--- src/hdl/psm_pkg.sv ---
// shared types and constants for packet_split_marker
// no dependencies
`default_nettype none

package psm_pkg;

  localparam logic [15:0] ETYPE_IPV4     = 16'h0800;
  localparam logic [7:0]  PROTO_TCP      = 8'd6;
  localparam logic [7:0]  PROTO_UDP      = 8'd17;
  localparam logic [15:0] PORT_HTTPS     = 16'd443;
  localparam logic [15:0] PORT_HTTP      = 16'd80;
  localparam logic [15:0] PORT_DNS       = 16'd53;
  localparam logic [7:0]  ETH_HDR_BYTES  = 8'd14;
  localparam logic [7:0]  ETH_IP_MIN     = 8'd34;
  localparam logic [7:0]  UDP_HDR_BYTES  = 8'd8;
  localparam logic [15:0] TCP_EXTRA      = 16'd64;
  localparam logic [15:0] OTHER_EXTRA    = 16'd16;
  localparam int          DIV_BITS       = 32;
  localparam int          DIV_CNT_W      = $clog2(DIV_BITS);

  localparam logic [1:0] STRAT_RANDOM = 2'd1;
  localparam logic [1:0] STRAT_PROTO  = 2'd2;

  // rule mask bits
  localparam int RULE_HTTPS = 0;
  localparam int RULE_HTTP  = 1;
  localparam int RULE_SYN   = 2;
  localparam int RULE_DNS   = 3;
  localparam int RULE_QUIC  = 4;

  typedef enum logic [2:0] {
    REG_ENABLE     = 3'd0,
    REG_MIN_LENGTH = 3'd1,
    REG_RULE_MASK  = 3'd2,
    REG_STRATEGY   = 3'd3,
    REG_OFFSET     = 3'd4,
    REG_MIN_PIECE  = 3'd5
  } cfg_reg_t;

  typedef struct packed {
    logic busy;
    logic done;
  } mod_stat_t;

  typedef struct packed {
    logic inc;
    logic tcp;
    logic udp;
  } stat_upd_t;

endpackage

`default_nettype wire

--- src/hdl/packet_split_marker.sv ---
// packet_split_marker top level: config registers, sequencer, hash and position
// depends on psm_pkg, psm_mod_unit, psm_stats
//
//   channel | handshake            | payload
//   --------+----------------------+-------------------------------------------
//   cfg     | cfg_valid/cfg_ready  | cfg_index, cfg_data (always ready)
//   in      | in_valid/in_ready    | parsed header fields, one packet a request
//   out     | out_valid/out_ready  | mark, split_position, hash, four totals
//
// one packet at a time; a marked packet runs the hash and, under the random strategy,
// may run the 32-step serial modulo unit; a result can stall on out_ready
// the hash takes 2 or 4 multiply-by-31 steps on a 64-bit shift-subtract-add
// synchronous reset clears config registers, counters and the sequencer
// in_ready is low from acceptance until the result request is taken
`default_nettype none

module packet_split_marker
  import psm_pkg::*;
(
  input  wire logic        clk,
  input  wire logic        rst,
  input  wire logic        cfg_valid,
  output logic             cfg_ready,
  input  wire logic [2:0]  cfg_index,
  input  wire logic [15:0] cfg_data,
  input  wire logic        in_valid,
  output logic             in_ready,
  input  wire logic [15:0] ethertype,
  input  wire logic [15:0] captured_length,
  input  wire logic [15:0] packet_length,
  input  wire logic [3:0]  ip_header_words,
  input  wire logic [7:0]  protocol,
  input  wire logic [31:0] source_address,
  input  wire logic [31:0] destination_address,
  input  wire logic [15:0] source_port_raw,
  input  wire logic [15:0] destination_port_raw,
  input  wire logic        syn_flag,
  input  wire logic [3:0]  tcp_header_words,
  input  wire logic [31:0] random_value,
  output logic             out_valid,
  input  wire logic        out_ready,
  output logic             mark,
  output logic [31:0]      split_position,
  output logic [63:0]      connection_hash,
  output logic [31:0]      marked_total,
  output logic [31:0]      pieces_total,
  output logic [31:0]      tcp_marked_total,
  output logic [31:0]      udp_marked_total
);

  typedef enum logic [6:0] {
    S_IDLE   = 7'b0000001,
    S_DECIDE = 7'b0000010,
    S_HASH   = 7'b0000100,
    S_SPAN   = 7'b0001000,
    S_DIV    = 7'b0010000,
    S_FIN    = 7'b0100000,
    S_OUT    = 7'b1000000
  } state_t;

  state_t state;
  state_t state_next;

  // config registers
  logic        enable;
  logic [15:0] min_packet_length;
  logic [4:0]  rule_mask;
  logic [1:0]  split_strategy;
  logic [15:0] split_offset;
  logic [15:0] min_piece_size;

  // captured request
  logic [15:0] etype_r;
  logic [15:0] cap_r;
  logic [15:0] plen_r;
  logic [3:0]  ihl_r;
  logic [7:0]  proto_r;
  logic [31:0] sa_r;
  logic [31:0] da_r;
  logic [15:0] sp_r;
  logic [15:0] dpr_r;
  logic        syn_r;
  logic [3:0]  doff_r;
  logic [31:0] rnd_r;

  logic [7:0]  start_pos;
  logic [31:0] rnd_off;
  logic [1:0]  hash_step;

  logic        is_tcp;
  logic        is_udp;
  logic [15:0] dport;
  logic [16:0] hdr_need;
  logic [7:0]  l4_len;
  logic [7:0]  start_calc;
  logic        rule_ok;
  logic        mark_calc;
  logic [31:0] hash_add;
  logic [63:0] hash_next;
  logic [1:0]  hash_last;
  logic [31:0] span;
  logic [15:0] base_off;
  logic [31:0] pos_calc;

  mod_stat_t   mod_stat;
  logic        mod_start;
  logic [31:0] mod_rem;
  stat_upd_t   upd;

  assign cfg_ready = 1'b1;
  assign in_ready  = (state == S_IDLE);
  assign out_valid = (state == S_OUT);

  always_ff @(posedge clk) begin
    if (rst) begin
      enable            <= 1'b0;
      min_packet_length <= '0;
      rule_mask         <= '0;
      split_strategy    <= '0;
      split_offset      <= '0;
      min_piece_size    <= '0;
    end else if (cfg_valid && cfg_ready) begin
      unique case (cfg_index)
        REG_ENABLE:     enable            <= cfg_data[0];
        REG_MIN_LENGTH: min_packet_length <= cfg_data;
        REG_RULE_MASK:  rule_mask         <= cfg_data[4:0];
        REG_STRATEGY:   split_strategy    <= cfg_data[1:0];
        REG_OFFSET:     split_offset      <= cfg_data;
        REG_MIN_PIECE:  min_piece_size    <= cfg_data;
        default: ;
      endcase
    end
  end

  always_ff @(posedge clk) begin
    if (in_valid && in_ready) begin
      etype_r <= ethertype;
      cap_r   <= captured_length;
      plen_r  <= packet_length;
      ihl_r   <= ip_header_words;
      proto_r <= protocol;
      sa_r    <= source_address;
      da_r    <= destination_address;
      sp_r    <= source_port_raw;
      dpr_r   <= destination_port_raw;
      syn_r   <= syn_flag;
      doff_r  <= tcp_header_words;
      rnd_r   <= random_value;
    end
  end

  // decision logic on the captured request
  assign is_tcp   = (proto_r == PROTO_TCP);
  assign is_udp   = (proto_r == PROTO_UDP);
  assign dport    = {dpr_r[7:0], dpr_r[15:8]};
  assign hdr_need = 17'(ETH_HDR_BYTES) + 17'({ihl_r, 2'b00}) + 17'(UDP_HDR_BYTES);
  assign l4_len   = is_tcp ? {2'b00, doff_r, 2'b00} : (is_udp ? UDP_HDR_BYTES : 8'd0);
  assign start_calc = ETH_HDR_BYTES + {2'b00, ihl_r, 2'b00} + l4_len;

  always_comb begin
    rule_ok = 1'b0;
    if (is_tcp) begin
      rule_ok = (rule_mask[RULE_HTTPS] && dport == PORT_HTTPS)
             || (rule_mask[RULE_HTTP] && dport == PORT_HTTP)
             || (rule_mask[RULE_SYN] && syn_r);
    end else if (is_udp) begin
      rule_ok = (rule_mask[RULE_DNS] && dport == PORT_DNS)
             || (rule_mask[RULE_QUIC] && (dport == PORT_HTTPS || dport == PORT_HTTP));
    end
  end

  assign mark_calc = (etype_r == ETYPE_IPV4)
                  && (cap_r >= 16'(ETH_IP_MIN))
                  && ({1'b0, cap_r} >= hdr_need)
                  && enable
                  && (plen_r >= min_packet_length)
                  && rule_ok;

  // h * 31 + addend, one field per step
  always_comb begin
    unique case (hash_step)
      2'd0:    hash_add = da_r;
      2'd1:    hash_add = {24'd0, proto_r};
      2'd2:    hash_add = {16'd0, sp_r};
      default: hash_add = {16'd0, dpr_r};
    endcase
  end

  assign hash_next = {connection_hash[58:0], 5'd0} - connection_hash + {32'd0, hash_add};
  assign hash_last = (is_tcp || is_udp) ? 2'd3 : 2'd1;

  assign span = {16'd0, plen_r} - {24'd0, start_pos} - {16'd0, min_piece_size};

  always_comb begin
    if (split_strategy == STRAT_RANDOM) begin
      base_off = min_piece_size;
    end else if (split_strategy == STRAT_PROTO) begin
      base_off = is_tcp ? TCP_EXTRA : OTHER_EXTRA;
    end else begin
      base_off = split_offset;
    end
  end

  assign pos_calc = {24'd0, start_pos} + {16'd0, base_off} + rnd_off;

  assign mod_start = (state == S_SPAN) && (split_strategy == STRAT_RANDOM)
                  && (span >= {16'd0, min_piece_size}) && (span != 32'd0);

  always_comb begin
    state_next = state;
    unique case (state)
      S_IDLE:   if (in_valid) state_next = S_DECIDE;
      S_DECIDE: state_next = mark_calc ? S_HASH : S_OUT;
      S_HASH:   if (hash_step == hash_last) state_next = S_SPAN;
      S_SPAN:   state_next = mod_start ? S_DIV : S_FIN;
      S_DIV:    if (mod_stat.done) state_next = S_FIN;
      S_FIN:    state_next = S_OUT;
      S_OUT:    if (out_ready) state_next = S_IDLE;
      default:  state_next = S_IDLE;
    endcase
  end

  always_ff @(posedge clk) begin
    if (rst) begin
      state <= S_IDLE;
    end else begin
      state <= state_next;
    end
  end

  always_ff @(posedge clk) begin
    unique case (state)
      S_DECIDE: begin
        mark            <= mark_calc;
        start_pos       <= start_calc;
        hash_step       <= 2'd0;
        split_position  <= '0;
        connection_hash <= mark_calc ? {32'd0, sa_r} : 64'd0;
      end
      S_HASH: begin
        connection_hash <= hash_next;
        hash_step       <= hash_step + 2'd1;
      end
      S_SPAN: begin
        // random offset is zero unless the strategy draws one
        if (split_strategy == STRAT_RANDOM && span >= {16'd0, min_piece_size}
            && span == 32'd0) begin
          rnd_off <= rnd_r;
        end else begin
          rnd_off <= '0;
        end
      end
      S_DIV: begin
        if (mod_stat.done) rnd_off <= mod_rem;
      end
      S_FIN: begin
        split_position <= pos_calc;
      end
      default: ;
    endcase
  end

  assign upd.inc = (state == S_FIN);
  assign upd.tcp = is_tcp;
  assign upd.udp = is_udp;

  psm_mod_unit u_mod (
    .clk       (clk),
    .rst       (rst),
    .start     (mod_start),
    .dividend  (rnd_r),
    .divisor   (span),
    .stat      (mod_stat),
    .remainder (mod_rem)
  );

  psm_stats u_stats (
    .clk              (clk),
    .rst              (rst),
    .upd              (upd),
    .marked_total     (marked_total),
    .pieces_total     (pieces_total),
    .tcp_marked_total (tcp_marked_total),
    .udp_marked_total (udp_marked_total)
  );

endmodule

`default_nettype wire

--- src/hdl/psm_mod_unit.sv ---
// serial restoring modulo unit, one remainder bit per cycle
// depends on psm_pkg
`default_nettype none

module psm_mod_unit
  import psm_pkg::*;
(
  input  wire logic                clk,
  input  wire logic                rst,
  input  wire logic                start,
  input  wire logic [DIV_BITS-1:0] dividend,
  input  wire logic [DIV_BITS-1:0] divisor,
  output mod_stat_t                stat,
  output logic      [DIV_BITS-1:0] remainder
);

  logic [DIV_BITS-1:0]  rem;
  logic [DIV_BITS-1:0]  quo;
  logic [DIV_BITS-1:0]  dvs;
  logic [DIV_CNT_W-1:0] count;
  logic                 busy;
  logic                 done;
  logic [DIV_BITS:0]    shifted;
  logic [DIV_BITS:0]    trial;

  assign shifted = {rem, quo[DIV_BITS-1]};
  assign trial   = shifted - {1'b0, dvs};

  always_ff @(posedge clk) begin
    if (rst) begin
      busy  <= 1'b0;
      done  <= 1'b0;
      count <= '0;
    end else begin
      done <= 1'b0;
      if (start) begin
        busy  <= 1'b1;
        count <= '0;
      end else if (busy) begin
        count <= count + 1'b1;
        if (count == DIV_CNT_W'(DIV_BITS - 1)) begin
          busy <= 1'b0;
          done <= 1'b1;
        end
      end
    end
  end

  always_ff @(posedge clk) begin
    if (start) begin
      rem <= '0;
      quo <= dividend;
      dvs <= divisor;
    end else if (busy) begin
      quo <= {quo[DIV_BITS-2:0], 1'b0};
      // keep the trial difference when it did not borrow
      if (!trial[DIV_BITS]) begin
        rem <= trial[DIV_BITS-1:0];
      end else begin
        rem <= shifted[DIV_BITS-1:0];
      end
    end
  end

  assign stat.busy = busy;
  assign stat.done = done;
  assign remainder = rem;

endmodule

`default_nettype wire

--- src/hdl/psm_stats.sv ---
// wrapping statistics counters for marked packets
// depends on psm_pkg
`default_nettype none

module psm_stats
  import psm_pkg::*;
(
  input  wire logic        clk,
  input  wire logic        rst,
  input  stat_upd_t        upd,
  output logic      [31:0] marked_total,
  output logic      [31:0] pieces_total,
  output logic      [31:0] tcp_marked_total,
  output logic      [31:0] udp_marked_total
);

  always_ff @(posedge clk) begin
    if (rst) begin
      marked_total     <= '0;
      pieces_total     <= '0;
      tcp_marked_total <= '0;
      udp_marked_total <= '0;
    end else if (upd.inc) begin
      marked_total <= marked_total + 32'd1;
      pieces_total <= pieces_total + 32'd2;
      if (upd.tcp) begin
        tcp_marked_total <= tcp_marked_total + 32'd1;
      end
      if (upd.udp) begin
        udp_marked_total <= udp_marked_total + 32'd1;
      end
    end
  end

endmodule

`default_nettype wire

--- config.mk ---
export PLATFORM = sky130hd
export DESIGN_NAME = packet_split_marker
export DESIGN_NICKNAME = d
export VERILOG_FILES = /design/src/hdl/psm_pkg.sv /design/src/hdl/packet_split_marker.sv /design/src/hdl/psm_mod_unit.sv /design/src/hdl/psm_stats.sv
export SDC_FILE = /design/constraint.sdc
export NUM_CORES = 1
export LEC_CHECK = 0
export ABC_AREA = 1
export BUFFER_PORTS_ARGS = -buffer_cell sky130_fd_sc_hd__buf_2
export CORE_ASPECT_RATIO = 0.7
export CORE_UTILIZATION = 50
export DETAILED_ROUTE_END_ITERATION = 10
export PLACE_DENSITY_LB_ADDON = 0.1
export SYNTH_ARGS = -nofsm -noshare
export SYNTH_HDL_FRONTEND = slang
export SYNTH_SLANG_ARGS = --single-unit
--- constraint.sdc ---
create_clock -name clk -period 13.4 [get_ports clk]
set_clock_uncertainty 0.15 [all_clocks]
set_input_delay 1.34 -clock clk [delete_from_list [all_inputs] [get_ports clk]]
set_output_delay 1.34 -clock clk [all_outputs]
set_load 0.05 [all_outputs]
==> Yosys cells after proc, flatten, opt, wreduce, memory -nomap -nowiden <==
Index checks and enable logic that the tools add are counted.
{ "op_classes": {"add_sub_neg": 17, "magnitude_cmp": 4, "n_eq_ne": 28, "n_mux": 30, "bitwise_logic": 1, "reduce_logical": 41} }
{ "op_table": {"columns": ["op", "count"], "rows": [
  ["$mux 32", 6],
  ["$pmux 32 s2", 2],
  ["$pmux 64 s2", 1],
  ["$add 32x1->32 const B", 3],
  ["$pmux 32 s3", 1],
  ["$add 64x32->64", 1],
  ["$sub 64x64->64", 1],
  ["$pmux 7 s7", 1],
  ["$mux 7", 6],
  ["$sub 33x32->33", 1],
  ["$add 17x32->32", 1],
  ["$add 32x2->32 const B", 1],
  ["$ge 32x16->1", 1],
  ["$logic_not 32->1", 1],
  ["$mux 16", 2],
  ["$reduce_bool 32->1", 1],
  ["$reduce_and 2->1", 9],
  ["$sub 17x17->18", 1],
  ["$add 8x16->17", 1],
  ["$sub 16x8->17", 1],
  ["$eq 16x12->1 const B", 1],
  ["$eq 16x6->1 const B", 1],
  ["$eq 16x7->1 const B", 1],
  ["$eq 16x9->1 const B", 1],
  ["other kinds (40)", 75]
]} }
{ "totals": {"ff_bits": 626, "inputBits": 217, "out_inout_bits": 228, "elab_cells": 156} }

==> Longest topological paths before layout <==
{ "depth": {"word_depth": 9, "mapped_depth": 33, "ltp_nobuf": 31} }

==> Hierarchy <==
Synthesis repeated with hierarchy kept, for this count alone.
{ "unflattened": {"cells_unflattened": 4861, "hier_area_um2": 37672.4} }
{ "by_module_without_submodules": {"columns": ["mod", "instances", "cells_per_inst", "area_each_um2", "seq_area_each_um2"], "rows": [
  ["packet_split_marker", 1, 2784, 24099.4, 11140.7],
  ["psm_mod_unit", 1, 1034, 6902.9, 2702.6],
  ["psm_stats", 1, 1043, 6670.1, 2542.4]
]} }

==> Worst setup path before layout <==
Ideal clock, no wire load.
{ "synth_path": {"path_kind": "register to register", "startpoint": "register state[6]", "endpoint": "register cap_r[10], enable pin", "setup_ns": 0.747, "arrival_time_ns": 10.506, "required_ns": 12.503, "slack_ns": 1.997, "stages_incl_launch_ff": 6, "path_buffers": 0, "period_less_slack_ns": 11.403, "path_cell_list": "dfxtp_1 -> inv_1 -> nand3_1 -> nor4_1 -> inv_1 -> nor2_1"} }
{ "synth_between": {"elab_chain_len": 2} }
{ "synth_rtl": {"columns": ["item", "line", "source"], "rows": [
  ["from (decl)", "packet_split_marker.sv:61", "state_t state;"],
  ["from (signal assigned)", "packet_split_marker.sv:227", "state <= state_next;"],
  ["$eq 7x1->1", "packet_split_marker.sv:111", "assign in_ready = (state == S_IDLE);"],
  ["via in_ready", "packet_split_marker.sv:27", "output logic in_ready,"],
  ["$logic_and 1x1->1", "packet_split_marker.sv:136", "if (in_valid && in_ready) begin"],
  ["to (signal assigned)", "packet_split_marker.sv:138", "cap_r <= captured_length;"],
  ["to (decl)", "packet_split_marker.sv:74", "logic [15:0] cap_r;"]
]} }
The timed path passes the listed nets, and every way through them passes these cells.
A chain may end at the register's enable or synchronous reset.

==> Worst setup path after layout <==
{ "layout_path": {"startpoint": "register start_pos[2]", "endpoint": "register u_mod.dvs[12], enable pin"} }
{ "layout_between": {"elab_chain_len": 5, "elab_cells_between_ends": 6, "classes_between": "add/sub: 2; order compare: 1; reduce/logical: 3"} }
{ "layout_rtl": {"columns": ["item", "line", "source"], "rows": [
  ["from (decl)", "packet_split_marker.sv:86", "logic [7:0] start_pos;"],
  ["from (signal assigned)", "packet_split_marker.sv:235", "start_pos <= start_calc;"],
  ["$sub 16x8->17 (*)", "packet_split_marker.sv:192", "assign span = {16'd0, plen_r} - {24'd0, start_pos} - {16'd0, min_piece_size};"],
  ["$sub 17x17->18 (*)", "packet_split_marker.sv:192", null],
  ["via span[15]", "packet_split_marker.sv:101", "logic [31:0] span;"],
  ["$ge 32x16->1", "packet_split_marker.sv:207", "&& (span >= {16'd0, min_piece_size}) && (span != 32'd0);"],
  ["$logic_and 1x1->1", "packet_split_marker.sv:207", null],
  ["$logic_and 1x1->1 (*)", "packet_split_marker.sv:207", null],
  ["to (signal assigned)", "psm_mod_unit.sv:53", "dvs <= divisor;"],
  ["to (decl)", "psm_mod_unit.sv:19", "logic [DIV_BITS-1:0] dvs;"]
]} }
Mark *: on every way through the listed nets, which the timed path passes. The rest lies on a longest branch.

==> metrics.md <==
| Metric | Value |
|---|---|
| Die width | around 330 um |
| Syn-to-layout area delta | 13.52% |
| Largest net degree at the start of global routing | approximately 160 |
| Initial Util | approximately 50% |
| Sink Count | between 600 and 700 |
| Most common cell after layout, fill and taps aside | nand2_1 |
| Routed wire length | about 120,000 um |
| Hold_ws | approximately 0.31 ns |
| Max-cap viol count | 0 |
| Pwr dens | between 100 and 150 nW/um^2 |
| Post-CTS sizing | 0 |
| Total power | a little over 5 mW |
| Die Y-Extent | 229.7 um |
| Vias/cell | around 5.5 |
| Total negative setup slack | 0 ns |
| Max Clk Rate | between 150 and 200 MHz |
| Clock latency on the worst-skew pair | around 0.66 ns |
| Crit path capture type | flip-flop |
| Sequential fraction of the synthesis area | between 40% and 50% |
| CP Launch Type | flip-flop |
| Yosys warnings | 0 |
| Antenna violations before repair | 16 |
| Placed Instances | around 6.1k |
| First-pass DRT Iterations | 5 |
| VDD IR max | roughly 120 uV |
| Number of I/O port buffers | about 440 |
| WL met1 | between 50,000 and 60,000 um |
| CP max stage delay | 0.70 ns |
| Row cnt | 83 |
| TritonCTS clock tree | yes |
| Max-slew violations | 0 |
| Via count | 33.76k |
| Clk buf depth | 3 |
| Post-CTS Hold Buffers | 0 |
| Worst endpoint data arrival time | about 6.6 ns |
| EDFF count, synth | around 380 |
| Post-route cell area | ~42,000 sq um |
| First-pass GRT wire length | 183,500 um |
| Clock transition at path regs | 0.06 ns |
| Die area | between 70,000 and 80,000 sq um |
| RR Startpoint | start_pos[2]$_DFFE_PP_ |
| Worst-margin pin slew | 1.196 ns |
| Synth async-reset ratio | 0% |
| Cts bufs inserted | a little under 60 |
| Final Hold Fails | 0 |
| Nets | between 5k and 6k |
| Post-detail-place hpwl | roughly 98,000 um |
| Mapped Area | between 30,000 and 40,000 sq um |
| Wire length per cell | 19.98 um |
| Fill count | ~7k |
| Max FO, Critical Path | 34 |
| Slew HR | about 20% |
| Average size of a mapped cell | just under 8 sq um |
| GP Congestion | between 1 and 1.5 |
| Crit path top cell by count | nand2_1 |
| Clk root buf | clkbuf_16 |
| Post-route ant nets | 0 |
| DR iter-0 viols | 3,697 |
| Final cell count without fillers | between 6k and 7k |
| Setup violators final | 0 |
| Worst Setup SP | start_pos[2]$_DFFE_PP_ |
| Grt total ovfl | 0 |
| Clock H-tree levels | 2 |
| Critical path's slowest cell | clkinv_1 |
| DRC violations left | 0 |
| Net count after synthesis | 5,218 |
| Cell Area, Placed | 40,190 sq um |
| Leakage | between 15 and 20 nW |
| Tcrit/Tclk final | between 40% and 50% |
| Most frequent cells in the layout | nand2_1 (1,055), inv_1 (721), nor2_1 (514) |
| Crit path time final | approximately 6.5 ns |
| Outcome | completed |
| Ys flop type | edfxtp_1 |
| Metal3 WL | between 10,000 and 15,000 um |
| I/O Pins | roughly 450 |
| Top sig layer | met5 |
| Core area | ~73,000 sq um |
| Metal2 WL | roughly 47,000 um |
| Critical Path RT | about 14 ns |
| Count of unique library cells instantiated by Yosys | 60 |
| Hold Crit Class | reg2reg |
| #FFs+latches synth | about 600 |
| Post-CTS Setup Bufs | 0 |
| Vias in the first global route | 29.92k |
| Setup Crit Path Kind | reg2reg |
| GRT Util Overall | roughly a third |
| RSZ-0062 raised after global routing | false |
| Hold path start | split_offset[4]$_SDFFE_PP0P_ |
| Layout cell share with drive strength beyond 1 | a little under an eighth |
| Post-synthesis cell count | 4,728 |
==> area by class of cell <==
class / count / area, sq um / area share [%]
clock buffers: 86 / 1649 / 3.922
repair buffers: 461 / 2372 / 5.643
flip-flops and latches: 608 / 15970 / 37.97
well taps: 977 / 1222 / 2.908
clock inverters: 23 / 193.9 / 0.4613
diodes: 4 / 10.01 / 0.02381
inverters: 750 / 2816 / 6.699
multi-input cells: 3266 / 17810 / 42.37
==> synth_stat cells, types with 5 or more instances <==
master | number | area, sq um
inv_2 | 25 | 93.84
nor3b_1 | 6 | 45.04
xor2_1 | 67 | 586.8
buf_4 | 5 | 37.54
o21ai_1 | 19 | 95.09
clkbuf_1 | 71 | 266.5
nand3_1 | 220 | 1101
nand2_1 | 1055 | 3960
nand2_2 | 8 | 50.05
and3_1 | 13 | 81.33
buf_2 | 20 | 100.1
o22ai_1 | 15 | 93.84
inv_1 | 722 | 2710
o21bai_1 | 24 | 180.2
a31oi_1 | 6 | 37.54
a21oi_1 | 364 | 1822
a221o_1 | 8 | 80.08
fa_1 | 39 | 780.8
or2_2 | 12 | 75.07
nand3b_1 | 9 | 67.56
o21a_1 | 27 | 202.7
xnor2_1 | 23 | 201.4
nor3_1 | 96 | 480.5
nor2_1 | 516 | 1937
nand4_1 | 98 | 613.1
nor3_2 | 9 | 90.09
a21o_1 | 10 | 75.07
and2_1 | 9 | 56.30
dfxtp_1 | 229 | 4584
nor4_1 | 35 | 219.0
a21boi_0 | 13 | 97.59
a32oi_1 | 5 | 43.79
o211ai_1 | 10 | 75.07
o21ai_0 | 282 | 1411
nor2_2 | 5 | 31.28
ha_1 | 234 | 2928
edfxtp_1 | 379 | 11380
==> stage by stage <==
| step | util (%) | setup WS [ns] |
|---|---|---|
| after floorplan | - | 1.997 |
| after global placement | 54.82 | 7.092 |
| after detailed placement | 54.82 | 6.921 |
| after CTS | 57.33 | 6.925 |
| after global routing | 57.34 | 6.370 |
| final | 57.34 | 6.922 |
==> path summary, 6_finish.rpt <==
path | endpoint | slack [ns] | cells past startpoint
setup reg to reg | u_mod.dvs[12]$_DFFE_PN_ | 6.92 | 29
hold reg to reg | split_offset[4]$_SDFFE_PP0P_ | 0.31 | 2
hold / removal | split_offset[4]$_SDFFE_PP0P_ | 0.31 | 2
setup / recovery | u_mod.dvs[12]$_DFFE_PN_ | 6.92 | 29
==> sequential cells by signal, indices dropped and copies added, names as in the netlist, 16 cells and up <==
signal / cells
u_stats.udp_marked_total: 32
rnd_off: 32
min_piece_size: 16
da_r: 32
u_stats.marked_total: 32
min_packet_length: 16
etype_r: 16
plen_r: 16
dpr_r: 16
connection_hash: 64
u_mod.dvs: 18
u_stats.tcp_marked_total: 32
sa_r: 32
split_offset: 16
u_stats.pieces_total: 31
u_mod.remainder: 32
sp_r: 16
rnd_r: 32
split_position: 32
u_mod.quo: 32
==> per-layer routing <==
metal  GRT usage, %  vias up
li1               -    16490
met1          51.21    15610
met2          42.33     1497
met5              0        -
met4          7.389       16
met3          8.860      155
==> kinds of logic after synthesis <==
family / count (synthesis) / synth area share [%]
mux: 2 / 0.05405
fa+ha+maj: 273 / 10.01
simple gates: 2101 / 24.07
compound gates: 797 / 11.70
xor+xnor: 91 / 2.172
flops: 608 / 43.11
other cells: 2 / 0.02028
buf+inv: 854 / 8.865
==> worst max-delay path: cells and delay by family, from the launching register on <==
kind / cells / cell delay [ns]
buffers and inverters: 5 / 1.39
adder cells (fa/ha/maj): 4 / 1.12
AND/OR/NAND/NOR: 12 / 1.96
AO/OA/AOI/OAI: 7 / 0.85
flip-flops: 1 / 0.50
XOR/XNOR: 1 / 0.17
==> report_power, final <==
part           internal [mW]  total (mW)  switching (mW)
combinational          0.341        1.16           0.821
clock                  0.892        1.64           0.749
sequential              2.15        2.22          0.0774
No activity file was read; power rests on OpenSTA's default activity.
